<file path="src/hw/rtl/integer_to_ascii_formatter_macros.svh">
// Assertion macros for the integer to ASCII formatter.
`ifndef INTEGER_TO_ASCII_FORMATTER_MACROS_SVH
`define INTEGER_TO_ASCII_FORMATTER_MACROS_SVH

`ifndef SYNTHESIS
// expr must hold at every clock edge out of reset
`define ITAF_ASSERT_HOLD(lbl, expr, msg) \
	lbl: assert property (@(posedge clk) disable iff (!arst_n) (expr)) else $error(msg);
// pre at one edge implies post at the next
`define ITAF_ASSERT_NEXT(lbl, pre, post, msg) \
	lbl: assert property (@(posedge clk) disable iff (!arst_n) (pre) |=> (post)) else $error(msg);
`else
`define ITAF_ASSERT_HOLD(lbl, expr, msg)
`define ITAF_ASSERT_NEXT(lbl, pre, post, msg)
`endif

`endif

</file>
<file path="src/hw/rtl/itaf_pkg.sv">
// Package for the integer to ASCII formatter: sizes, codes, types, helpers.
`default_nettype none
package itaf_pkg;

	localparam int VALUE_BITS  = 32;
	localparam int DIGIT_SLOTS = 11;
	localparam int DIGIT_W     = 4;
	localparam int SLOT_W      = $clog2(DIGIT_SLOTS);
	localparam int COUNT_W     = $clog2(DIGIT_SLOTS + 1);
	localparam int BIT_CNT_W   = $clog2(VALUE_BITS);
	localparam int WIDTH_W     = 6;
	localparam int PREC_W      = 7;
	localparam int CHAR_W      = 8;

	localparam logic [1:0] BASE_OCT = 2'd0;
	localparam logic [1:0] BASE_DEC = 2'd1;
	localparam logic [1:0] BASE_HEX = 2'd2;

	localparam logic [CHAR_W-1:0] CH_NUL     = 8'h00;
	localparam logic [CHAR_W-1:0] CH_SPACE   = 8'h20;
	localparam logic [CHAR_W-1:0] CH_MINUS   = 8'h2D;
	localparam logic [CHAR_W-1:0] CH_ZERO    = 8'h30;
	localparam logic [CHAR_W-1:0] CH_UPPER_A = 8'h41;
	localparam logic [CHAR_W-1:0] CH_LOWER_A = 8'h61;

	localparam logic [DIGIT_W-1:0] DEC_RADIX = 4'd10;

	typedef logic [DIGIT_W-1:0] digit_t;

	typedef struct packed {
		logic       start;
		logic [1:0] base_sel;
	} conv_ctrl_t;

	typedef struct packed {
		logic               done;
		logic [COUNT_W-1:0] count;
	} conv_stat_t;

	typedef struct packed {
		logic               upper;
		logic               negative;
		logic [WIDTH_W-1:0] min_width;
		logic               zero_pad;
		logic [PREC_W-1:0]  precision;
	} fmt_t;

	function automatic logic [CHAR_W-1:0] digit_char(digit_t d, logic up);
		logic [CHAR_W-1:0] base_ch;
		logic [CHAR_W-1:0] ofs;
		if (d < DEC_RADIX) begin
			base_ch = CH_ZERO;
			ofs = {{(CHAR_W-DIGIT_W){1'b0}}, d};
		end else begin
			base_ch = up ? CH_UPPER_A : CH_LOWER_A;
			ofs = {{(CHAR_W-DIGIT_W){1'b0}}, d - DEC_RADIX};
		end
		return base_ch + ofs;
	endfunction

endpackage
`default_nettype wire

</file>
<file path="src/hw/rtl/itaf_num_if.sv">
// Input channel: one number with its format fields per item.
`default_nettype none
interface itaf_num_if;
	import itaf_pkg::*;

	logic                  valid;
	logic                  ready;
	logic [VALUE_BITS-1:0] value;
	logic [1:0]            base_sel;
	logic                  upper;
	logic                  negative;
	logic [WIDTH_W-1:0]    min_width;
	logic                  zero_pad;
	logic signed [PREC_W-1:0] precision;

	modport source (
		output valid, value, base_sel, upper, negative, min_width, zero_pad, precision,
		input  ready
	);
	modport sink (
		input  valid, value, base_sel, upper, negative, min_width, zero_pad, precision,
		output ready
	);
endinterface
`default_nettype wire

</file>
<file path="src/hw/rtl/itaf_text_if.sv">
// Output channel: one ASCII character per item.
`default_nettype none
interface itaf_text_if;
	import itaf_pkg::*;

	logic              valid;
	logic              ready;
	logic [CHAR_W-1:0] out_char;
	logic              char_valid;
	logic              last;

	modport source (
		output valid, out_char, char_valid, last,
		input  ready
	);
	modport sink (
		input  valid, out_char, char_valid, last,
		output ready
	);
endinterface
`default_nettype wire

</file>
<file path="src/hw/rtl/itaf_conv.sv">
// Bit-serial radix converter: shifts the value into a digit chain, then counts digits.
`default_nettype none
module itaf_conv (
	input  logic                            clk,
	input  logic                            arst_n,
	input  itaf_pkg::conv_ctrl_t            ctrl,
	input  logic [itaf_pkg::VALUE_BITS-1:0] value,
	input  logic [itaf_pkg::SLOT_W-1:0]     rd_idx,
	output itaf_pkg::digit_t                rd_digit,
	output itaf_pkg::conv_stat_t            stat
);
	import itaf_pkg::*;

	logic [VALUE_BITS-1:0] shift_q;
	logic [BIT_CNT_W-1:0]  bit_cnt_q;
	logic                  run_q;
	logic                  scan_q;
	logic                  done_q;
	logic [1:0]            base_q;
	logic [COUNT_W-1:0]    count_q;
	logic [COUNT_W-1:0]    count_c;
	digit_t                digit_q [DIGIT_SLOTS];
	digit_t                digit_c [DIGIT_SLOTS];
	digit_t                adj_c   [DIGIT_SLOTS];
	logic [DIGIT_SLOTS:0]  carry_c;

	// one step per cycle: decimal slots get the add-3 correction first
	always_comb begin
		carry_c[0] = shift_q[VALUE_BITS-1];
		for (int i = 0; i < DIGIT_SLOTS; i++) begin
			adj_c[i] = (base_q == BASE_DEC && digit_q[i] >= DIGIT_W'(5)) ?
				digit_q[i] + DIGIT_W'(3) : digit_q[i];
			if (base_q == BASE_OCT) begin
				digit_c[i]   = {1'b0, adj_c[i][1:0], carry_c[i]};
				carry_c[i+1] = adj_c[i][2];
			end else begin
				digit_c[i]   = {adj_c[i][2:0], carry_c[i]};
				carry_c[i+1] = adj_c[i][3];
			end
		end
	end

	always_comb begin
		count_c = '0;
		for (int i = 0; i < DIGIT_SLOTS; i++) begin
			if (digit_q[i] != '0) begin
				count_c = COUNT_W'(i + 1);
			end
		end
	end

	always_ff @(posedge clk or negedge arst_n) begin
		if (!arst_n) begin
			run_q     <= 1'b0;
			scan_q    <= 1'b0;
			done_q    <= 1'b0;
			bit_cnt_q <= '0;
			count_q   <= '0;
		end else begin
			done_q <= 1'b0;
			if (ctrl.start) begin
				run_q     <= 1'b1;
				bit_cnt_q <= '0;
			end else if (run_q) begin
				bit_cnt_q <= bit_cnt_q + BIT_CNT_W'(1);
				if (bit_cnt_q == BIT_CNT_W'(VALUE_BITS - 1)) begin
					run_q  <= 1'b0;
					scan_q <= 1'b1;
				end
			end else if (scan_q) begin
				scan_q  <= 1'b0;
				done_q  <= 1'b1;
				count_q <= count_c;
			end
		end
	end

	always_ff @(posedge clk) begin
		if (ctrl.start) begin
			shift_q <= value;
			base_q  <= ctrl.base_sel;
			for (int i = 0; i < DIGIT_SLOTS; i++) begin
				digit_q[i] <= '0;
			end
		end else if (run_q) begin
			shift_q <= {shift_q[VALUE_BITS-2:0], 1'b0};
			for (int i = 0; i < DIGIT_SLOTS; i++) begin
				digit_q[i] <= digit_c[i];
			end
		end
	end

	assign rd_digit   = digit_q[rd_idx];
	assign stat.done  = done_q;
	assign stat.count = count_q;

endmodule
`default_nettype wire

</file>
<file path="src/hw/rtl/itaf_emit.sv">
// Field sequencer: sizes sign, pad, zeros, digits; one char per cycle unless stalled.
`default_nettype none
module itaf_emit (
	input  logic                        clk,
	input  logic                        arst_n,
	input  itaf_pkg::fmt_t              fmt,
	input  itaf_pkg::conv_stat_t        stat,
	output logic [itaf_pkg::SLOT_W-1:0] rd_idx,
	input  itaf_pkg::digit_t            rd_digit,
	itaf_text_if.source                 text
);
	import itaf_pkg::*;

	localparam int NEED_SIGN_A = 0;
	localparam int NEED_PAD    = 1;
	localparam int NEED_SIGN_B = 2;
	localparam int NEED_ZERO   = 3;
	localparam int NEED_DIGIT  = 4;
	localparam int NEED_W      = 5;

	// sizing
	logic                prec_neg;
	logic [WIDTH_W-1:0]  prec6;
	logic [COUNT_W-1:0]  n_c;
	logic [WIDTH_W-1:0]  n6;
	logic                prec_gt;
	logic [WIDTH_W-1:0]  digits_c;
	logic [WIDTH_W:0]    len_c;
	logic [WIDTH_W-1:0]  pad_c;
	logic [WIDTH_W-1:0]  zeros_c;
	logic                zp_c;
	logic [NEED_W-1:0]   need_c;

	// sequencing
	logic [NEED_W-1:0]   need_q, need_n;
	logic [WIDTH_W-1:0]  pad_q, pad_n;
	logic [WIDTH_W-1:0]  zeros_q, zeros_n;
	logic [COUNT_W-1:0]  dig_q, dig_n;
	logic                empty_q;
	logic                upper_q;
	logic                zp_q;
	logic                out_v_q;
	logic [CHAR_W-1:0]   char_q, char_c;
	logic                cv_q, cv_c;
	logic                last_q;
	logic                adv;
	logic                fire;

	always_comb begin
		prec_neg = fmt.precision[PREC_W-1];
		prec6    = fmt.precision[PREC_W-2:0];
		// zero value with a nonzero precision still shows one digit
		n_c      = (stat.count == '0 && fmt.precision != '0) ? COUNT_W'(1) : stat.count;
		n6       = {{(WIDTH_W-COUNT_W){1'b0}}, n_c};
		prec_gt  = !prec_neg && (prec6 > n6);
		digits_c = prec_gt ? prec6 : n6;
		len_c    = {1'b0, digits_c} + {{WIDTH_W{1'b0}}, fmt.negative};
		pad_c    = ({1'b0, fmt.min_width} > len_c) ?
			fmt.min_width - len_c[WIDTH_W-1:0] : '0;
		zeros_c  = prec_gt ? prec6 - n6 : '0;
		zp_c     = fmt.zero_pad && prec_neg;
		need_c[NEED_SIGN_A] = fmt.negative && zp_c;
		need_c[NEED_PAD]    = pad_c != '0;
		need_c[NEED_SIGN_B] = fmt.negative && !zp_c;
		need_c[NEED_ZERO]   = zeros_c != '0;
		need_c[NEED_DIGIT]  = n_c != '0;
	end

	assign rd_idx = SLOT_W'(dig_q - COUNT_W'(1));

	always_comb begin
		need_n  = need_q;
		pad_n   = pad_q;
		zeros_n = zeros_q;
		dig_n   = dig_q;
		char_c  = CH_NUL;
		cv_c    = 1'b1;
		if (need_q[NEED_SIGN_A]) begin
			char_c = CH_MINUS;
			need_n[NEED_SIGN_A] = 1'b0;
		end else if (need_q[NEED_PAD]) begin
			char_c = zp_q ? CH_ZERO : CH_SPACE;
			pad_n  = pad_q - WIDTH_W'(1);
			if (pad_q == WIDTH_W'(1)) begin
				need_n[NEED_PAD] = 1'b0;
			end
		end else if (need_q[NEED_SIGN_B]) begin
			char_c = CH_MINUS;
			need_n[NEED_SIGN_B] = 1'b0;
		end else if (need_q[NEED_ZERO]) begin
			char_c  = CH_ZERO;
			zeros_n = zeros_q - WIDTH_W'(1);
			if (zeros_q == WIDTH_W'(1)) begin
				need_n[NEED_ZERO] = 1'b0;
			end
		end else if (need_q[NEED_DIGIT]) begin
			char_c = digit_char(rd_digit, upper_q);
			dig_n  = dig_q - COUNT_W'(1);
			if (dig_q == COUNT_W'(1)) begin
				need_n[NEED_DIGIT] = 1'b0;
			end
		end else begin
			// empty field
			cv_c = 1'b0;
		end
	end

	assign adv  = !out_v_q || text.ready;
	assign fire = adv && (need_q != '0 || empty_q);

	always_ff @(posedge clk or negedge arst_n) begin
		if (!arst_n) begin
			need_q  <= '0;
			empty_q <= 1'b0;
			out_v_q <= 1'b0;
		end else begin
			if (stat.done) begin
				need_q  <= need_c;
				empty_q <= need_c == '0;
			end else if (fire) begin
				need_q  <= need_n;
				empty_q <= 1'b0;
			end
			if (fire) begin
				out_v_q <= 1'b1;
			end else if (adv) begin
				out_v_q <= 1'b0;
			end
		end
	end

	always_ff @(posedge clk) begin
		if (stat.done) begin
			pad_q   <= pad_c;
			zeros_q <= zeros_c;
			dig_q   <= n_c;
			upper_q <= fmt.upper;
			zp_q    <= zp_c;
		end else if (fire) begin
			pad_q   <= pad_n;
			zeros_q <= zeros_n;
			dig_q   <= dig_n;
		end
		if (fire) begin
			char_q <= char_c;
			cv_q   <= cv_c;
			last_q <= need_n == '0;
		end
	end

	assign text.valid      = out_v_q;
	assign text.out_char   = char_q;
	assign text.char_valid = cv_q;
	assign text.last       = last_q;

endmodule
`default_nettype wire

</file>
<file path="src/hw/rtl/integer_to_ascii_formatter.sv">
// Top level of the integer to ASCII formatter.
//
// Channel num takes one item: a 32-bit magnitude, sign flag, radix select,
// letter case, minimum width, zero-pad flag and precision (-1 = none).
// Channel text returns the printf-style field, one character per item, most
// significant first, with last set on the final one. An empty field gives
// one item with char_valid low and last high.
// After the input item is accepted, the bit-serial conversion shifts one
// bit of the value per cycle through the digit chain; a scan step then
// counts the digits, and the sequencer sizes the field and registers the
// first character in the output register. Characters then leave at one per
// cycle while the receiver is ready. One item is in work at a time: num.ready
// is low from accept until the last character has been taken.
// A stalled receiver holds the current character in the output register
// and the sequencer waits; nothing is dropped.
// Reset clears the control state; the block comes up ready and idle.
`default_nettype none
`include "integer_to_ascii_formatter_macros.svh"
module integer_to_ascii_formatter (
	input  logic        clk,
	input  logic        arst_n,
	itaf_num_if.sink    num,
	itaf_text_if.source text
);
	import itaf_pkg::*;

	logic                 busy_q;
	logic                 accept;
	fmt_t                 fmt_q;
	conv_ctrl_t           conv_ctrl;
	conv_stat_t           conv_stat;
	logic [SLOT_W-1:0]    rd_idx;
	digit_t               rd_digit;

	assign num.ready = !busy_q;
	assign accept    = num.valid && !busy_q;

	always_ff @(posedge clk or negedge arst_n) begin
		if (!arst_n) begin
			busy_q <= 1'b0;
		end else if (accept) begin
			busy_q <= 1'b1;
		end else if (text.valid && text.ready && text.last) begin
			busy_q <= 1'b0;
		end
	end

	always_ff @(posedge clk) begin
		if (accept) begin
			fmt_q.upper     <= num.upper;
			fmt_q.negative  <= num.negative;
			fmt_q.min_width <= num.min_width;
			fmt_q.zero_pad  <= num.zero_pad;
			fmt_q.precision <= num.precision;
		end
	end

	assign conv_ctrl.start    = accept;
	assign conv_ctrl.base_sel = num.base_sel;

	itaf_conv u_conv (
		.clk      (clk),
		.arst_n   (arst_n),
		.ctrl     (conv_ctrl),
		.value    (num.value),
		.rd_idx   (rd_idx),
		.rd_digit (rd_digit),
		.stat     (conv_stat)
	);

	itaf_emit u_emit (
		.clk      (clk),
		.arst_n   (arst_n),
		.fmt      (fmt_q),
		.stat     (conv_stat),
		.rd_idx   (rd_idx),
		.rd_digit (rd_digit),
		.text     (text)
	);

	`ITAF_ASSERT_HOLD(a_no_out_when_ready, !(text.valid && num.ready), "output valid while idle")
	`ITAF_ASSERT_NEXT(a_busy_after_accept, num.valid && num.ready, !num.ready, "ready after accept")
	`ITAF_ASSERT_NEXT(a_ready_after_last, text.valid && text.ready && text.last, num.ready, "not ready after last")
	`ITAF_ASSERT_HOLD(a_empty_is_last, !(text.valid && !text.char_valid) || text.last, "empty item not last")

endmodule
`default_nettype wire
</file>
<file path="src/flat_wrapper.sv">
// flat-port wrapper written by rule: the top's interface ports become plain ports
module integer_to_ascii_formatter_flat import itaf_pkg::*;
  (clk, arst_n, num_valid, num_value, num_base_sel, num_upper, num_negative, num_min_width, num_zero_pad, num_precision, num_ready, text_valid, text_out_char, text_char_valid, text_last, text_ready);
  itaf_num_if num_i ();
  itaf_text_if text_i ();
  input  logic clk;
  input  logic arst_n;
  input wire logic [$bits(num_i.valid)-1:0] num_valid;
  input wire logic [$bits(num_i.value)-1:0] num_value;
  input wire logic [$bits(num_i.base_sel)-1:0] num_base_sel;
  input wire logic [$bits(num_i.upper)-1:0] num_upper;
  input wire logic [$bits(num_i.negative)-1:0] num_negative;
  input wire logic [$bits(num_i.min_width)-1:0] num_min_width;
  input wire logic [$bits(num_i.zero_pad)-1:0] num_zero_pad;
  input wire logic [$bits(num_i.precision)-1:0] num_precision;
  output wire logic [$bits(num_i.ready)-1:0] num_ready;
  output wire logic [$bits(text_i.valid)-1:0] text_valid;
  output wire logic [$bits(text_i.out_char)-1:0] text_out_char;
  output wire logic [$bits(text_i.char_valid)-1:0] text_char_valid;
  output wire logic [$bits(text_i.last)-1:0] text_last;
  input wire logic [$bits(text_i.ready)-1:0] text_ready;
  assign num_i.valid = num_valid;
  assign num_i.value = num_value;
  assign num_i.base_sel = num_base_sel;
  assign num_i.upper = num_upper;
  assign num_i.negative = num_negative;
  assign num_i.min_width = num_min_width;
  assign num_i.zero_pad = num_zero_pad;
  assign num_i.precision = num_precision;
  assign num_ready = num_i.ready;
  assign text_valid = text_i.valid;
  assign text_out_char = text_i.out_char;
  assign text_char_valid = text_i.char_valid;
  assign text_last = text_i.last;
  assign text_i.ready = text_ready;
  integer_to_ascii_formatter u_core (.clk(clk), .arst_n(arst_n), .num(num_i), .text(text_i));
endmodule
</file>
<file path="config.mk">
export PLATFORM = sky130hd
export DESIGN_NAME = integer_to_ascii_formatter_flat
export DESIGN_NICKNAME = d
export VERILOG_FILES = /design/src/hw/rtl/itaf_pkg.sv /design/src/hw/rtl/itaf_num_if.sv /design/src/hw/rtl/itaf_text_if.sv /design/src/hw/rtl/itaf_conv.sv /design/src/hw/rtl/itaf_emit.sv /design/src/hw/rtl/integer_to_ascii_formatter.sv /design/src/flat_wrapper.sv
export VERILOG_INCLUDE_DIRS = /design/src /design/src/hw/rtl
export SDC_FILE = /design/constraint.sdc
export NUM_CORES = 1
export LEC_CHECK = 0
export BUFFER_PORTS_ARGS = -buffer_cell sky130_fd_sc_hd__buf_2
export CORE_MARGIN = 5
export CORE_UTILIZATION = 49
export DETAILED_ROUTE_END_ITERATION = 16
export GPL_ROUTABILITY_DRIVEN = 0
export PLACE_DENSITY = 0.78
export SLEW_MARGIN = 30
export SYNTH_ARGS = -nofsm -noshare
export SYNTH_HDL_FRONTEND = slang
export SYNTH_SLANG_ARGS = --single-unit
</file>
<file path="constraint.sdc">
create_clock -name clk -period 6.15 [get_ports clk]
set_clock_uncertainty 0.1 [all_clocks]
set_input_delay 0.3075 -clock clk [delete_from_list [all_inputs] [get_ports clk]]
set_output_delay 0.3075 -clock clk [all_outputs]
set_load 0.005 [all_outputs]
</file>
# ---- Yosys cells after proc, flatten, opt, wreduce, memory -nomap -nowiden
# Memories as Yosys holds them, arrays and structs flattened.
# Cells that the tools add are included.
dict set report op_classes {
  add_sub_neg 20
  magnitude_cmp 14
  eq_ne 10
  mux 129
  bitwise 13
  reduce_logical 59
}
# operator n
set op_table {}
lappend op_table {{4-bit two-way mux} 52}
lappend op_table {{8-bit two-way mux} 14}
lappend op_table {{6-bit two-way mux} 14}
lappend op_table {{32-bit two-way mux} 2}
lappend op_table {{4-bit nonzero test} 12}
lappend op_table {{4-bit by 3-bit greater-or-equal comparator with 1-bit output, second input constant} 11}
lappend op_table {{4-bit by 2-bit adder with 4-bit output, second input constant} 10}
lappend op_table {{1-bit two-way mux} 38}
lappend op_table {{5-bit two-way mux} 5}
lappend op_table {{1-bit logical AND} 20}
lappend op_table {{2-bit nonzero test} 7}
lappend op_table {{6-bit by 1-bit equality test with 1-bit output, second input constant} 2}
lappend op_table {{6-bit nonzero test} 2}
lappend op_table {{6-bit by 1-bit subtractor with 6-bit output, second input constant} 2}
lappend op_table {{1-bit OR} 11}
lappend op_table {{5-bit zero test} 2}
lappend op_table {{2-bit by 1-bit != test with 1-bit output, second input constant} 5}
lappend op_table {{8-bit adder} 1}
lappend op_table {{6-bit by 1-bit adder with 7-bit output} 1}
lappend op_table {{6-bit by 7-bit > comparator with 1-bit output} 1}
lappend op_table {{7-bit two-way mux} 1}
lappend op_table {{7-bit nonzero test} 1}
lappend op_table {{6-bit by 4-bit > comparator with 1-bit output} 1}
lappend op_table {{3-bit two-way mux} 2}
lappend op_table {{other kinds (22)} 28}
dict set report totals {
  reg_bits 98
  ramBits 44
  input_bits 54
  output_inout_bits 12
  elab_cells 270
  mem_count 1
}
# name words word_bits rd rd_ports_with_merged_regs wr line_no
set memory_table {}
lappend memory_table {u_core.u_conv.digit_q 11 4 12 0 11 itaf_conv.sv:22} ;# digit_t digit_q [DIGIT_SLOTS];

# ---- Depth between registers and ports, before layout
# Gate-level depths: netlist of run 1.
# An unclocked memory read counts as a cell.
dict set report depth {
  word_depth 14
  mapped_depth 24
  ltp_nobuf 23
}

# ---- Hierarchy
# Synthesis of run 1 repeated with hierarchy kept, for this count alone.
dict set report hier_totals {
  cells_unflattened 758
  hier_area_um2 8404.3
}
# mod n_inst cells_per_inst area_per_inst_um2 seq_area_each_um2
set by_module_without_submodules {}
lappend by_module_without_submodules {itaf_conv 1 453 5241.3 2642.5}
lappend by_module_without_submodules {itaf_emit 1 284 2632.5 1016.0}
lappend by_module_without_submodules {integer_to_ascii_formatter 1 21 530.5 505.5}

# ---- Worst setup path after synthesis of run 1
# No wires, ideal clock.
dict set report synth_timing {
  path_type {register -> register}
  startpoint {register u_core.fmt_q[3] (netlist name)}
  endpoint {register u_core.u_emit.pad_q[5] (data pin)}
  setup_time_ns 0.254
  arrival_time_ns 4.147
  required_ns 5.796
  setup_slack_ns 1.649
  path_stages_with_launch 23
  path_buffers 1
  synth_period_minus_slack_ns 4.501
  path_cell_list {edfxtp_1 > nor3_1 > nand3_1 > a21o_1 > ha_1 > inv_1 > fa_1 > and3_1 > o21ai_1 > a21oi_2 > buf_2 > mux2_2 > ha_1 > inv_1 > ha_1 > nor2b_1 > o21ai_0 > a21boi_0 > o21ai_0 > a21boi_0 > o211ai_2 > nor3_1 > a21o_1}
}
dict set report synth_between {
  elab_chain_len 10
  elab_cells_between_ends 11
  classes_between {2 x add/sub; 2 x order compare; 4 x mux; 3 x reduce/logical}
}
# item line_no
set synth_rtl {}
lappend synth_rtl {{from (decl)} integer_to_ascii_formatter.sv:29} ;# fmt_t fmt_q;
lappend synth_rtl {{7-bit nonzero test} itaf_emit.sv:53} ;# n_c = (stat.count == '0 && fmt.precision != '0) ? COUNT_W'(1) : stat.count;
lappend synth_rtl {{1-bit logical AND} itaf_emit.sv:53}
lappend synth_rtl {{4-bit two-way mux} itaf_emit.sv:53}
lappend synth_rtl {{6-bit by 4-bit > comparator with 1-bit output} itaf_emit.sv:55} ;# prec_gt = !prec_neg && (prec6 > n6);
lappend synth_rtl {{1-bit logical AND} itaf_emit.sv:55}
lappend synth_rtl {{6-bit two-way mux (*)} itaf_emit.sv:56} ;# digits_c = prec_gt ? prec6 : n6;
lappend synth_rtl {{6-bit by 1-bit adder with 7-bit output (*)} itaf_emit.sv:57} ;# len_c = {1'b0, digits_c} + {{WIDTH_W{1'b0}}, fmt.negative};
lappend synth_rtl {{6-bit subtractor or 6-bit by 7-bit > comparator with 1-bit output (tied branches)} {itaf_emit.sv:59, itaf_emit.sv:58}}
lappend synth_rtl {{6-bit two-way mux (*)} itaf_emit.sv:58} ;# pad_c = ({1'b0, fmt.min_width} > len_c) ?
lappend synth_rtl {{6-bit two-way mux (*)} itaf_emit.sv:133} ;# if (stat.done) begin
lappend synth_rtl {{to (signal assigned)} itaf_emit.sv:134} ;# pad_q <= pad_c;
lappend synth_rtl {{to (signal assigned)} itaf_emit.sv:140} ;# pad_q <= pad_n;
lappend synth_rtl {{to (decl)} itaf_emit.sv:36} ;# logic [WIDTH_W-1:0] pad_q, pad_n;
# Mark *: on every way between the ends. The rest lies on a longest branch, timed or not.
# A chain may end at the register's enable or synchronous reset.

# ---- Worst setup path after layout of run 1
dict set report layout_timing {
  startpoint {register u_core.fmt_q[1] (netlist name)}
  endpoint {register u_core.u_emit.pad_q[5] (data pin)}
}
# The elaborated chain is that of the path after synthesis.

==> impl_metrics.tcl, run 1 <==
set metrics [dict create \
    cap_violations 0 \
    worst_pin_slew_ps 974 \
    coreArea_um2 16600 \
    outcome "finished clean" \
    htreeDepth 4 \
    wl_per_cell_um 15.4 \
    multi_input_area_um2 3800 \
    dieArea_um2 19700 \
    finalCritPeriodShare_pct 81.2 \
    worstPathRequired_ps 6230 \
    cts_buffers 17 \
    synth.yosys.warnings 0 \
    syn-cell-area_um2 8330 \
    hold_violations 0 \
    fillers 1369 \
    ys_async_sr_fraction_pct 14.1 \
    maxSlewHeadroom_pct 35.0 \
    finalSetupViolations 0 \
    route.detailed.drc 0 \
    syn-num-nets 930 \
    drive_above_1_share_pct 13.8 \
    antenna_left 0 \
    rsz0062_at_grt "false" \
    synth_edf_count 122 \
    fp.dieW_um 140 \
    cp_cell_sequence "nor3_1, nand3_1, a21o_1, ha_1, inv_1, fa_1, and3_1, o21ai_1, a21oi_2, mux2_2, ha_1, inv_1, ha_1, nor2b_1, o21ai_0, a21boi_0, o21ai_0, a21boi_0, o211ai_2, nor3_1, a21o_1" \
    drt-initial-drc-count 522 \
    crit_slowest_cell "edfxtp_1" \
    ys_seq_area_share_pct 50.0 \
    nNetsFinal 1006 \
    syn2layout_area_growth_pct 15.2 \
    start_util_pct 50.0 \
    critPathMaxStageDelay_ps 450 \
    ir_drop_mv 0.204 \
    p_per_area_nw_per_um2 374 \
    ys_ff_latch 142 \
    start_kind "flop" \
    post-cts-setup-buffers 0 \
    clk_pin_slew_worst_paths_ps 60 \
    crit_family "compound AO/OA/AOI/OAI gates" \
    critPathCaptureType "flop" \
    antennaDiodeCount 0 \
    fmaxAchievable_mhz 200 \
    firstDrtPassIters 6 \
    fin_tns_setup_ps 0 \
    insertion_delay_ps 430 \
    synth-main-ff-cell "edfxtp_1" \
    power.leakage_nw 4.05 \
    avgViaCountPerCell 5.45 \
    synth.avg_cell_area_um2 10.1 \
    vias 6189 \
    whs_ps 37.2 \
    grt_overflow_total 0 \
    cts_max_path_buffers 2 \
    critPathMostFrequentCell "ha_1" \
    netlist_instances 827 \
    hold_path.class "in -> reg" \
    hold_buffers 19 \
    arrival_ps 5070 \
    grt_pass1_wl_um 28900 \
    antenna_found_initial 0 \
    ctsRootBufferMaster "clkbuf_16" \
    dpl.hpwl_um 12100 \
    die_h_um 140 \
    path_class "reg -> reg" \
    cts_tree "yes" \
    num_rows 47 \
    clock-sinks 142 \
    grt_max_degree 61 \
    post-place-ws_ps 1190 \
    cts-resized-gates 0 \
    wl_um 17500 \
    gr-usage-all-layers_pct 18.0 \
    io_buffer_count 65 \
    grt_pass1_vias 6031 \
    finalWorstSetupSlack_ps 1160 \
    io-pin-count 66 \
    crit_fanout 12 \
    final-seq-area_um2 4170 \
    path_buf_inv 2 \
    slew_viol_final 0 \
    final_util_pct 57.6 \
    period_minus_slack_ps 4990 \
    synth_cell_type_count 62 \
]
logic make-up after synthesis:
kind of cell,Yosys count,share of synthesized area (%)
and+or+nand+nor,316,17.1
AOI/OAI and AO/OA,162,11.8
DFF,142,50.0
buffers and inverters,89,4.37
adders and majority gates,49,7.54
xor gates and xnor gates,35,3.91
muxes,33,5.21
other,1,0.0450
flip-flops by register name, indices dropped and copies added (netlist names):
register	flops
u_core.u_conv.done_q	1
u_core.u_emit.zp_q	1
u_core.u_emit.text.last	1
u_core.fmt_q	16
u_core.u_conv.base_q	2
u_core.u_emit.text.char_valid	1
u_core.u_conv.bit_cnt_q	5
u_core.u_emit.text.valid	1
u_core.u_emit.dig_q	4
u_core.u_emit.text.out_char	8
u_core.u_emit.zeros_q	6
u_core.u_conv.count_q	4
u_core.busy_q	1
u_core.u_emit.upper_q	1
u_core.u_conv.run_q	1
u_core.u_emit.need_q	5
u_core.u_conv.digit_q	44
u_core.u_conv.shift_q	32
u_core.u_emit.empty_q	1
u_core.u_conv.scan_q	1
u_core.u_emit.pad_q	6
path summary, 6_finish.rpt:
check / start / endpoint / slack [ps] / cells past startpoint
setup / recovery: u_core.fmt_q[1] / u_core.u_emit.pad_q[5] / 1160 / 21
hold / removal: num_value[18] / u_core.u_conv.shift_q[18] / 40 / 3
setup reg to reg: u_core.fmt_q[1] / u_core.u_emit.pad_q[5] / 1160 / 21
hold reg to reg: u_core.fmt_q[15] / u_core.u_emit.upper_q / 330 / 0
max in group asynchronous: arst_n / u_core.u_conv.done_q / 5330 / 2
min in group asynchronous: arst_n / u_core.u_conv.count_q[1] / 270 / 2
cell usage in the layout, fill, tap and decap left out, drive strengths merged, types with 22 or more instances in the layout:
cell      n
nand2   142
edfxtp  122
nor2     90
buf      69
inv      60
a21oi    51
ha       47
o21ai    43
mux2i    25
xnor2    22
cells in the mapped netlist, types with 3 or more instances:
| cell | count | area (um^2) |
|---|---|---|
| dfrtp_1 | 20 | 500 |
| o22ai_1 | 9 | 56.3 |
| clkbuf_1 | 23 | 86.3 |
| edfxtp_1 | 122 | 3660 |
| mux4_2 | 5 | 113 |
| nor3_1 | 8 | 40.0 |
| o31ai_1 | 7 | 52.6 |
| or4_1 | 4 | 30.0 |
| o21ai_0 | 40 | 200 |
| ha_1 | 47 | 588 |
| a21o_1 | 11 | 82.6 |
| o21ai_1 | 3 | 15.0 |
| a31oi_1 | 3 | 18.8 |
| inv_1 | 55 | 206 |
| o211ai_1 | 10 | 75.1 |
| nor2_1 | 90 | 338 |
| nand3b_1 | 4 | 30.0 |
| and3_1 | 5 | 31.3 |
| nor4b_1 | 4 | 35.0 |
| nand2_1 | 142 | 533 |
| a21boi_0 | 3 | 22.5 |
| mux2i_4 | 3 | 67.6 |
| buf_1 | 3 | 11.3 |
| mux2_2 | 3 | 33.8 |
| a22oi_1 | 5 | 37.5 |
| xnor2_1 | 21 | 184 |
| xor2_1 | 13 | 114 |
| mux2i_1 | 22 | 220 |
| nand3_1 | 14 | 70.1 |
| a21oi_1 | 49 | 245 |
| a211oi_1 | 12 | 90.1 |
| nand2b_1 | 21 | 131 |
| nor3b_1 | 7 | 52.6 |
per-layer routing:
layer | wire [um] | GRT usage (%) | vias to the layer above
li1 | - | - | 3071
met1 | 7770 | 23.6 | 2952
met2 | 8700 | 29.9 | 148
met3 | 780 | 3.85 | 18
met4 | 200 | 5.76 | 0
met5 | 0 | 0 | -
per-stage QoR:
step / cell area, um^2 / instances / total power [mW]
floorplan: 8330 / 827 / 2.28
global placement: 8810 / 1085 / 2.53
detailed placement: 8820 / 1085 / 2.56
CTS: 9590 / 1136 / 3.60
global route: 9590 / 1136 / 3.81
finish: 9590 / 1136 / 3.59
final cells by class:
class                           instances  share of cell area [%]
Sequential cell                       142                    43.4
Multi-Input combinational cell        596                    39.6
Timing Repair Buffer                   88                    5.69
Clock buffer                           19                    4.62
Tap cell                              220                    2.87
Inverter                               58                    2.30
Clock inverter                         13                    1.46
worst register-to-register path: stages (launching register included):
cell and delay [ps]:
edfxtp_1 450, nor3_1 200, nand3_1 120, a21o_1 210, ha_1 200, inv_1 90
fa_1 210, and3_1 180, o21ai_1 90, a21oi_2 450, mux2_2 410, ha_1 280
inv_1 60, ha_1 310, nor2b_1 130, o21ai_0 190, a21boi_0 140, o21ai_0 200
a21boi_0 140, o211ai_2 320, nor3_1 90, a21o_1 170
power breakdown:
part | internal, mW | switching [mW]
registers | 1.34 | 0.190
clock network | 0.608 | 0.407
logic | 0.439 | 0.605
total | 2.39 | 1.20
(Power assumes the default switching activity.)
==> run 2: changes to the inputs <==
- clock period: 6.15 -> 4.7 ns (I/O delays scaled with it)
==> impl_metrics.tcl, run 2 (synthesized netlist as in run 1, its figures left out) <==
set metrics [dict create \
    switching_share_pct 32.7 \
    clock-sinks 142 \
    instances_no_fill 1182 \
    gr-usage-all-layers_pct 19.1 \
    cts_max_path_buffers 2 \
    antenna_found_initial 0 \
    nNetsFinal 1052 \
    grt_max_degree 60 \
    outcome "finished clean" \
    dpl.hpwl_um 12200 \
    p_per_area_nw_per_um2 487 \
    top_regs "u_core.u_conv.digit_q: 44 flops, u_core.u_conv.shift_q: 32 flops, u_core.fmt_q: 16 flops" \
    dieArea_um2 19700 \
    finalCritPeriodShare_pct 96.3 \
    final_common_cell "nand2_1" \
    ir_drop_mv 0.284 \
    grt_overflow_total 0 \
    r2r-end "u_core.u_emit.pad_q[2]" \
    path_class "reg -> reg" \
    fillers 1268 \
    worstRegToRegCells 20 \
    crit_fanout 9 \
    post-place-ws_ps 2.98 \
    cts_tree "yes" \
    hold_path.class "in -> reg" \
    power_frac_comb_pct 29.5 \
    placed_cells 1091 \
    antenna_left 0 \
    ctsRootBufferMaster "clkbuf_16" \
    avgViaCountPerCell 5.49 \
    clkPwrFrac_pct 30.0 \
    route.detailed.drc 0 \
    coreArea_um2 16600 \
    fmaxAchievable_mhz 221 \
    io-pin-count 66 \
    min_path_cells 3 \
    crit_start "u_core.fmt_q[2]" \
    start_util_pct 50.0 \
    vias 6492 \
    worst_r2r_startpoint "u_core.fmt_q[2]" \
    largest_reg_flops 44 \
    cts_buffers 17 \
    critPathCaptureType "flop" \
    htreeDepth 4 \
    final_util_pct 60.9 \
    antennaDiodeCount 0 \
    crit_end "u_core.u_emit.pad_q[2]" \
    mostFrequentLayoutCells "142 x nand2_1, 122 x edfxtp_1, 88 x nor2_1, 65 x buf_2, 53 x inv_1" \
    worst-r2r-setup-slack_ps 170 \
    io_buffer_count 65 \
    worst_pin_slew_ps 942 \
    worstPathRequired_ps 4760 \
    p_sw_mw 1.61 \
    power.leakage_nw 4.28 \
    firstDrtPassIters 5 \
    period_minus_slack_ps 4530 \
    power_frac_seq_pct 40.5 \
    start_kind "flop" \
    finalSetupViolations 0 \
    wl_per_cell_um 16.0 \
    insertion_delay_ps 430 \
    finalPower_mw 4.93 \
    cap_violations 0 \
    fp.dieW_um 140 \
    grt_pass1_wl_um 30300 \
    die_h_um 140 \
    drt-initial-drc-count 573 \
    maxSlewHeadroom_pct 37.2 \
    finalWorstSetupSlack_ps 172 \
    wl_um 18900 \
    syn2layout_area_growth_pct 21.7 \
    hold_violations 0 \
    drive_above_1_share_pct 15.6 \
    num_rows 47 \
    clk_pin_slew_worst_paths_ps 60 \
    largest_register "u_core.u_conv.digit_q" \
    arrival_ps 4590 \
    slew_viol_final 0 \
    power.internal_mw 3.32 \
    grt_pass1_vias 6349 \
]
run 2: cell types whose count changed in the layout (fill, tap and decap cells not counted), moves of 2 or more:
cell,change
inv_2,+2
buf_4,+14
nor3_1,-2
ha_1,-3
o21ai_0,-2
nor3_2,+2
ha_2,+2
a21boi_0,-2
a21boi_1,+2
dlygate4sd3_1,+32
bufinv_16,+3
run 2: worst min path at each step:
stage / startpoint / end / slack (ps)
final: text_ready / u_core.u_emit.text.valid / 20
after global routing: text_ready / u_core.u_emit.text.valid / 20
after CTS: text_ready / u_core.u_emit.text.valid / 5
after detailed placement: arst_n / u_core.u_emit.need_q[0] / 130
after global placement: arst_n / u_core.u_emit.need_q[2] / 130
after floorplan: arst_n / u_core.busy_q / -160
run 2: power by group through the flow:
stage	Clock [mW]	Combinational (mW)	Sequential (mW)
4_1_cts	1.49	1.41	1.99
3_3_place_gp	0	1.31	2.00
5_1_grt	1.55	1.65	2.04
2_1_floorplan	0	1.05	1.93
6_report	1.48	1.46	2.00
3_5_place_dp	0	1.35	2.01
run 2: per-layer routing:
layer  share of wire [%]  vias up  GRT usage [%]
li1                    -     3151              -
met1                  42     3128           23.8
met2                  50      161           32.0
met3                 3.9       52           3.61
met4                 3.3        0           9.38
met5                   0        -              0
run 2: worst max-delay path, stage by stage (launching register included):
cell      delay (ps)
edfxtp_1         410
nor3_2           210
nand3_1          130
a21o_1           240
ha_1             200
inv_1             90
fa_2             200
and3_1           160
o21ai_1           90
a21oi_2          250
buf_4            230
mux2i_4          100
nand3b_1         200
nor3b_1          330
xor2_1           220
nand2b_1          80
ha_1             340
a21boi_1         150
o211ai_2         270
buf_4            170
o22ai_1           80
run 2: cell type report:
cell class                 instances  area (um^2)  area share, %
timing repair buffer             134          971           9.58
multi-input combinational        596         3860           38.1
tap                              220          275           2.72
clock buffer                      18          429           4.24
sequential                       142         4160           41.1
clock inverter                    14          216           2.14
inverter                          58          218           2.15
run 2: metrics by stage:
step	TNS, ps	hold slack (ps)	instance area [um^2]
2_1_floorplan	0	-161	8330
3_3_place_gp	0	126	8860
3_5_place_dp	0	131	8860
4_1_cts	0	4.75	10000
5_1_grt	-159	20.6	10100
6_report	0	21.1	10100
run 2: timing repair:
action | 4_1_cts | 5_1_grt
setup endpoints to repair | 2 | 8
buffers inserted | 1 | 7
resized for setup | 2 | 14
pin swaps | 1 | 7
hold buffers | 51 | 0
gates cloned | 0 | 0
hold endpoints to repair | 70 | 0
